## config.mk

```make
export PLATFORM = sky130hd
export DESIGN_NAME = lrs_alu
export DESIGN_NICKNAME = d
export VERILOG_FILES = /design/src/hw/rtl/lrs_pkg.sv /design/src/hw/rtl/lrs_alu.sv
export SDC_FILE = /design/constraint.sdc
export NUM_CORES = 1
export LEC_CHECK = 0
export BUFFER_PORTS_ARGS = -buffer_cell sky130_fd_sc_hd__buf_4
export CORE_MARGIN = 4
export CORE_UTILIZATION = 51
export DETAILED_ROUTE_END_ITERATION = 8
export PLACE_DENSITY_LB_ADDON = 0.08
export REMOVE_ABC_BUFFERS = 1
export SYNTH_ARGS = -nofsm -noshare
export SYNTH_HDL_FRONTEND = slang
export SYNTH_SLANG_ARGS = --single-unit
```

## constraint.sdc

```tcl
create_clock -name vclk -period 4
set_clock_uncertainty 0.1 [all_clocks]
set_input_delay 0.6 -clock vclk [all_inputs]
set_output_delay 0.6 -clock vclk [all_outputs]
set_load 0.01 [all_outputs]
```

## src/hw/rtl/lrs_pkg.sv

```systemverilog
`timescale 1ns / 1ps
// ----------------------------------------------------------------------------
// lrs_pkg: shared definitions for the line ring with overflow statistics
// Sizes, command codes, sequencer states and the request and response
// structures of the shared add/subtract unit.
// ----------------------------------------------------------------------------
package lrs_pkg;

  // Ring size; a power of two so that pointer differences wrap for free
  localparam int DEPTH     = 1024;
  localparam int MAX_BURST = 16;

  localparam int PTR_W     = $clog2(DEPTH);
  localparam int LEN_W     = $clog2(DEPTH + 1);
  localparam int CNT_W     = $clog2(MAX_BURST + 1);
  localparam int STAT_W    = 32;
  localparam int BYTE_W    = 8;
  localparam int CMD_W     = 2;
  localparam int MAX_LEN_W = 5;

  localparam logic [PTR_W-1:0]     PTR_ONE    = PTR_W'(1);
  localparam logic [PTR_W-1:0]     PTR_LAST   = PTR_W'(DEPTH - 1);
  localparam logic [LEN_W-1:0]     LEN_ONE    = LEN_W'(1);
  localparam logic [LEN_W-1:0]     DEPTH_LEN  = LEN_W'(DEPTH);
  localparam logic [CNT_W-1:0]     CNT_ONE    = CNT_W'(1);
  localparam logic [MAX_LEN_W-1:0] BURST_CAP  = MAX_LEN_W'(MAX_BURST);
  localparam logic [STAT_W-1:0]    STAT_ONE   = STAT_W'(1);

  localparam logic [BYTE_W-1:0] NEWLINE_BYTE = 8'h0A;
  localparam logic [BYTE_W-1:0] NUL_BYTE     = 8'h00;

  // Command codes; the fourth code is unused and answers with a status result
  localparam logic [CMD_W-1:0] CMD_WRITE    = 2'd0;
  localparam logic [CMD_W-1:0] CMD_END_LINE = 2'd1;
  localparam logic [CMD_W-1:0] CMD_READ     = 2'd2;

  typedef enum logic [3:0] {
    S_IDLE,
    S_WRITE,
    S_END_PUT,
    S_END_ROOM,
    S_END_MARK,
    S_RD_AVAIL,
    S_RD_SIZE,
    S_RD_BYTES,
    S_RD_BURST,
    S_RD_OUT,
    S_STATUS
  } state_t;

  typedef struct packed {
    logic              sub;
    logic [STAT_W-1:0] a;
    logic [STAT_W-1:0] b;
  } alu_req_t;

  typedef struct packed {
    logic [STAT_W-1:0] res;
    logic              lt;
  } alu_rsp_t;

  // Step a ring pointer with wrap
  function automatic logic [PTR_W-1:0] ptr_advance(input logic [PTR_W-1:0] p);
    logic [PTR_W-1:0] q;
    q = (p == PTR_LAST) ? '0 : p + PTR_ONE;
    return q;
  endfunction

endpackage

```

## src/hw/rtl/lrs_alu.sv

```systemverilog
`timescale 1ns / 1ps
// ----------------------------------------------------------------------------
// lrs_alu: shared add/subtract unit
// One 32-bit adder used by the sequencer for counter updates, pointer
// differences and the less-than compares; lt is the borrow of a subtract.
// ----------------------------------------------------------------------------
module lrs_alu (
  input  lrs_pkg::alu_req_t req,
  output lrs_pkg::alu_rsp_t rsp
);

  logic [lrs_pkg::STAT_W:0]   sum;
  logic [lrs_pkg::STAT_W-1:0] b_op;

  // Add, or subtract as a + ~b + 1
  always_comb begin
    b_op    = req.sub ? ~req.b : req.b;
    sum     = {1'b0, req.a} + {1'b0, b_op} + {{lrs_pkg::STAT_W{1'b0}}, req.sub};
    rsp.res = sum[lrs_pkg::STAT_W-1:0];
    rsp.lt  = req.sub & ~sum[lrs_pkg::STAT_W];
  end

endmodule

```

==> results.cfg, run 1 <==
[floorplan]
initial_core_util_pct = 54.4
row_count = 23
fp.dieW_um = 74.2
io_pins = 98
die_h_um = 74.2
core_um2 = 4120
die_area_um2 = 5510

[power_and_ir_drop]
power_density_nw_per_um2 = 271
ir_drop_v = 0.000140
power_leakage_nw = 1.45

[critical_path]
worst_path_most_repeated_cell = a21o_1
cp.arrival_ns = 3.07
cp-end-kind = output port
slowest_delay_ns = 0.33
critPathRequiredTime_ns = 3.30
cp-start-kind = primary input
worstSetupPathType = primary input to output port
cpMaxStageDelayCell = ha_1
cp_cell_sequence = buf_6, buf_4, xor2_1, ha_1, a21o_1, a21o_1, a21o_1, a211oi_1, o31ai_1, a41oi_1, xnor2_1, buf_4
cp_max_fo = 17

[drt]
first_pass_iters = 4
postRouteAntennaNets = 0
wl_um = 6230
wire_per_inst_um = 14.4
vias_per_cell = 5.76
drt_iter0_drc = 78
vias = 2492
drc = 0

[global_route]
grt-ovfl-total = 0
grt_pass1_wl_um = 9960
track_usage_pct = 21.4
grt_max_degree = 18
grt_pass1_vias = 2314
antenna_found_initial = 0

[yosys]
synth.cell_area_um2 = 2240
postSynthCellCount = 299
yosys.area.top_type = ha_1
avgSynthCellArea_um2 = 7.48
synth_commonest_cells = xor2_1, ha_1, a21oi_1, nand2_1, xnor2_1
seq_area_frac_synth_pct = 0
yosysWarnings = 0
synth_top_area_share_pct = 17.3
yosysUniqueCellTypes = 55
yosysMostFrequentCell = xor2_1
netlist_top_cells_area = ha_1, xor2_1, xnor2_1

[timing]
final.setup.tns_ns = 0
setup_viol = 0
fin_crit_ns = 3.77
hold_ws_ns = 1.40
fin_crit_sh_pct = 94.1
tightestPinTransition_ns = 0.552
maxSlewHeadroom_pct = 62.9
max_freq_ghz = 0.266
rsz0062_at_grt = no
slew_violations = 0
finalHoldViolCount = 0

[outcome]
status = finished clean

[layout]
n_clock_buffer = 0
area_growth_pct = 33.1
n_sequential_cell = 0
seq_area_um2 = 0
final_nets = 482
drive_above_1_share_pct = 30.8
diodes = 0
layout.cells.non_filler = 433

[placed_design]
hpwl_um = 5310
dp.cells = 433
numPortBuffers = 98
gp_congestion = 0.888

[worst_hold_path]
holdPathStages = 3
worstHoldStart = req[32]
whs_endpoint = rsp[1]
hold_class = primary input to output port

[job]
drv_cap = 0

[clock_tree]
cts_resized = 0
holdBufCountCts = 0
post_cts_buffers = 0
==> how the worst max path moves through the flow <==
| stage | slack (ns) | end | cells after the start | from |
|---|---|---|---|---|
| 2_1_floorplan | 0.81 | rsp[0] | 9 | req[64] |
| 3_3_place_gp | 0.23 | rsp[30] | 12 | req[64] |
| 3_5_place_dp | 0.13 | rsp[30] | 12 | req[64] |
| 4_1_cts | 0.12 | rsp[30] | 12 | req[64] |
| 5_1_grt | 0.04 | rsp[28] | 11 | req[64] |
| 6_report | 0.23 | rsp[31] | 12 | req[64] |
==> layout make-up <==
cell class | instances | area, µm²
multi-input combinational | 275 | 2130
tap | 50 | 62.6
timing repair buffer | 100 | 754
fill | 359 | 1140
inverter | 8 | 30.0
==> cell families (layout without fill, tap and decap cells) <==
| group | count (synthesis) | count (layout) | share of synthesized area [%] |
|---|---|---|---|
| AO/OA/AOI/OAI | 110 | 110 | 37.1 |
| AND/OR/NAND/NOR | 72 | 72 | 15.4 |
| XOR/XNOR | 60 | 60 | 23.5 |
| adder cells (fa/ha/maj) | 32 | 32 | 18.2 |
| buffers and inverters | 24 | 108 | 4.75 |
| multiplexers | 1 | 1 | 1.01 |
==> per-layer routing <==
layer / track usage, % / share of wire, % / up-vias
met5: 0 / 0 / -
li1: - / - / 1272
met1: 29.7 / 45 / 1111
met4: 2.17 / 0.67 / 0
met2: 37.4 / 45 / 105
met3: 1.76 / 9.1 / 4
==> where the power goes <==
part / internal (mW) / switching [mW] / leakage, nW
clock network: 0 / 0 / 0
logic: 0.390 / 0.416 / 1.45
registers: 0 / 0 / 0
==> per-stage QoR <==
stage	util [%]	setup slack [ns]	power (mW)	area (µm²)
2_1_floorplan	-	0.809	0.493	2160
3_3_place_gp	72.3	0.229	0.795	2970
3_5_place_dp	72.3	0.134	0.802	2970
4_1_cts	72.3	0.123	0.805	2970
5_1_grt	72.4	0.0432	0.880	2980
6_report	72.4	0.235	0.806	2980
==> worst max-delay path, delay by kind of cell <==
kind,cells,cell delay (ns)
AO/OA/AOI/OAI,6,1.23
buffers and inverters,3,0.57
adder cells (fa/ha/maj),1,0.33
XOR/XNOR,2,0.31
==> cells in the final DEF, fill, tap and decap left out, types with 2 or more instances in the layout <==
master     n
inv_1      8
and3_1     3
a41oi_1    2
o21ai_1    5
a211oi_2   2
nor2_1    16
ha_1      31
a211o_1    2
and2_1     2
a31oi_1    5
xor2_1    43
nand3_1    9
nand4_1    7
a21o_1    14
nor3_1     2
a21oi_2    4
a211oi_1   4
nor2b_1    3
a21oi_1   25
o211ai_1   2
o21bai_1   7
xnor2_1   17
buf_4     99
nand2_1   23
o31ai_1    2
nand2b_1   4
o21ai_0   12
a21oi_4    2
o21a_1     4
No activity file was read; power rests on OpenSTA's default activity.
==> run 2: changes to the inputs <==
- RECOVER_POWER: unset -> 100
- TNS_END_PERCENT: unset -> 30
==> results.cfg, run 2 (synthesis results as in run 1) <==
[drt]
drt_iter0_drc = 127
wl_um = 6240
drc = 0
first_pass_iters = 4
vias = 2499
postRouteAntennaNets = 0
vias_per_cell = 5.77
wire_per_inst_um = 14.4

[timing]
maxSlewHeadroom_pct = 63.0
fin_crit_ns = 3.81
rsz0062_at_grt = no
finalHoldViolCount = 0
slew_violations = 0
fin_crit_sh_pct = 95.1
tightestPinTransition_ns = 0.550
final.setup.tns_ns = 0
hold_ws_ns = 1.38
setup_viol = 0
max_freq_ghz = 0.263

[critical_path]
cp_max_fo = 17
worstSetupPathType = primary input to output port
cp-start-kind = primary input
critPathRequiredTime_ns = 3.30
cp.arrival_ns = 3.11
cp-end-kind = output port

[placed_design]
hpwl_um = 5310
gp_congestion = 0.888
numPortBuffers = 98

[layout]
drive_above_1_share_pct = 25.3
layout_commonest_cell = buf_4
seq_area_um2 = 0
n_clock_buffer = 0
area_growth_pct = 29.1
n_sequential_cell = 0
diodes = 0
fillCellCount = 387
layout_common_cells = buf_4, xor2_1, ha_1
final_nets = 482

[floorplan]
core_um2 = 4120
row_count = 23
fp.dieW_um = 74.2
initial_core_util_pct = 54.4
die_h_um = 74.2
io_pins = 98
die_area_um2 = 5510

[power_and_ir_drop]
power_leakage_nw = 1.39
ir_drop_v = 0.000127
power_density_nw_per_um2 = 263

[global_route]
grt-ovfl-total = 0
grt_pass1_wl_um = 9960
grt_max_degree = 18
antenna_found_initial = 0
track_usage_pct = 21.4
grt_pass1_vias = 2314

[worst_hold_path]
hold_class = primary input to output port

[clock_tree]
holdBufCountCts = 0

[outcome]
status = finished clean

[job]
drv_cap = 0
run 2: power breakdown:
group / internal, mW / total, mW / leakage (nW) / switching [mW]
combinational: 0.347 / 0.759 / 1.39 / 0.412
sequential: 0 / 0 / 0 / 0
clock: 0 / 0 / 0 / 0
total: 0.347 / 0.759 / 1.39 / 0.412
run 2: worst paths after layout:
kind	from	end	cells past startpoint	slack, ns
max	req[64]	rsp[30]	11	0.19
min	req[32]	rsp[1]	3	1.38
run 2: metrics by stage:
step / util, % / std cells / area [µm²] / setup WS, ns / power (mW)
2_1_floorplan: - / 283 / 2160 / 0.809 / 0.493
3_3_place_gp: 72.3 / 433 / 2970 / 0.229 / 0.795
3_5_place_dp: 72.3 / 433 / 2970 / 0.134 / 0.802
4_1_cts: 72.3 / 433 / 2970 / 0.123 / 0.805
5_1_grt: 70.2 / 433 / 2890 / 0.0258 / 0.832
6_report: 70.2 / 433 / 2890 / 0.194 / 0.759
run 2: critical path, cell delays in order:
cell and delay [ns]:
buf_6 0.15, xor2_1 0.18, ha_1 0.39, a21oi_2 0.25, o221ai_1 0.16, a21oi_1 0.38
o211ai_2 0.19, a32o_1 0.27, a211oi_2 0.24, xnor2_1 0.14, buf_4 0.14
run 2: area by class of cell:
type                            count  area, µm²  area share, %
Timing Repair Buffer              100        698           24.2
Inverter                            8       30.0           1.04
Multi-Input combinational cell    275       2100           72.6
Tap cell                           50       62.6           2.17
run 2: per-layer routing:
layer	part of all wire [%]	vias up	GRT usage [%]
met5	0	-	0
met4	0.34	0	2.17
met3	9.3	4	1.76
met2	45	108	37.4
met1	45	1113	29.7
li1	-	1274	-
run 2: repair_timing:
| item | in CTS | in global routing |
|---|---|---|
| setup endpoints to repair | 0 | 5 |
| buffers inserted | 0 | 0 |
| endpoints found under the hold margin | 0 | 0 |
| resized for setup | 0 | 1 |
==> run 3: changes to the inputs <==
- CORE_MARGIN: 4 -> 1.5
==> results.cfg, run 3 (synthesis results as in run 1) <==
[layout]
drive_above_1_share_pct = 25.8
layout.cells.non_filler = 434
diodes = 0
area_growth_pct = 30.3
final_nets = 483
n_sequential_cell = 0
n_clock_buffer = 0
post-route-util_pct = 70.8
seq_area_um2 = 0
layout_common_cells = buf_4, xor2_1, ha_1
layout_commonest_cell = buf_4

[global_route]
grt_pass1_wl_um = 10100
grt-ovfl-total = 0
antenna_found_initial = 0
grt_pass1_vias = 2224
track_usage_pct = 23.7
grt_max_degree = 24

[floorplan]
row_count = 23
die_area_um2 = 4790
core_um2 = 4120
io_pins = 98
fp.dieW_um = 69.2
die_h_um = 69.2
initial_core_util_pct = 54.4

[placed_design]
dp.cells = 434
numPortBuffers = 98
gp_congestion = 0.877
hpwl_um = 5110

[timing]
maxSlewHeadroom_pct = 63.7
final.setup.tns_ns = 0
max_freq_ghz = 0.262
tightestPinTransition_ns = 0.539
fin_crit_sh_pct = 95.2
fin_crit_ns = 3.81
slew_violations = 0
setup_viol = 0
finalHoldViolCount = 0
rsz0062_at_grt = no

[drt]
vias = 2527
first_pass_iters = 4
drt_iter0_drc = 146
drc = 0
wire_per_inst_um = 13.9
wl_um = 6030
vias_per_cell = 5.82
postRouteAntennaNets = 0

[power_and_ir_drop]
ir_drop_v = 0.000133
power_leakage_nw = 1.39
power_density_nw_per_um2 = 261

[clock_tree]
post_cts_buffers = 0
holdBufCountCts = 0
cts_resized = 0

[critical_path]
cp-end-kind = output port
cp-start-kind = primary input
cp_max_fo = 23
startpoint = req[64]
critPathRequiredTime_ns = 3.30
cp_cell_sequence = buf_6, xor2_1, ha_1, a21oi_1, o21ai_0, a31oi_1, a21boi_0, o31a_1, and3_1, a211oi_2, buf_4
slowest_delay_ns = 0.33
cpMaxStageDelayCell = ha_1
cp.arrival_ns = 3.11
worstSetupPathType = primary input to output port

[worst_hold_path]
hold_class = primary input to output port
holdPathStages = 3
whs_endpoint = rsp[1]
worstHoldStart = req[32]

[outcome]
status = finished clean

[job]
drv_cap = 0
==> run 3: area by class of cell <==
class | instances | area [µm²]
fill | 388 | 1200
multi-input combinational | 275 | 2110
tap | 50 | 62.6
inverter | 8 | 30.0
timing repair buffer | 101 | 711
==> run 3: per-stage QoR <==
step / cell area (µm²) / hold slack (ns) / setup WS, ns / total power, mW
6_report: 2910 / 1.38 / 0.190 / 0.760
5_1_grt: 2910 / 1.40 / 0.00372 / 0.829
4_1_cts: 2990 / 1.40 / 0.129 / 0.808
3_5_place_dp: 2990 / 1.40 / 0.142 / 0.804
3_3_place_gp: 2990 / 1.40 / 0.192 / 0.792
2_1_floorplan: 2160 / 1.18 / 0.809 / 0.493
==> run 3: how the worst max path moves through the flow <==
stage	slack, ns	to
after floorplan	0.81	rsp[0]
after global placement	0.19	rsp[28]
after detailed placement	0.14	rsp[28]
after CTS	0.13	rsp[28]
after global routing	0.004	rsp[31]
final	0.19	rsp[28]
==> run 3: critical path: cells and delay by family <==
kind / cells / cell delay, ns
AOI/OAI and AO/OA: 6 / 1.39
xor gates and xnor gates: 1 / 0.18
adders and majority gates: 1 / 0.33
buffers and inverters: 2 / 0.40
and+or+nand+nor: 1 / 0.20
==> run 3: routing by layer <==
metal  up-vias  global-route usage (%)  part of all wire [%]
met4         0                   0.654                  0.30
met3         4                    2.18                   6.9
met1      1132                    34.8                    47
met2       120                    39.7                    46
li1       1271                       -                     -
met5         -                       0                     0
==> run 3: report_power, final <==
group	total [mW]	internal (mW)	switching, mW
registers	0	0	0
logic	0.760	0.346	0.414
clock network	0	0	0
total	0.760	0.346	0.414
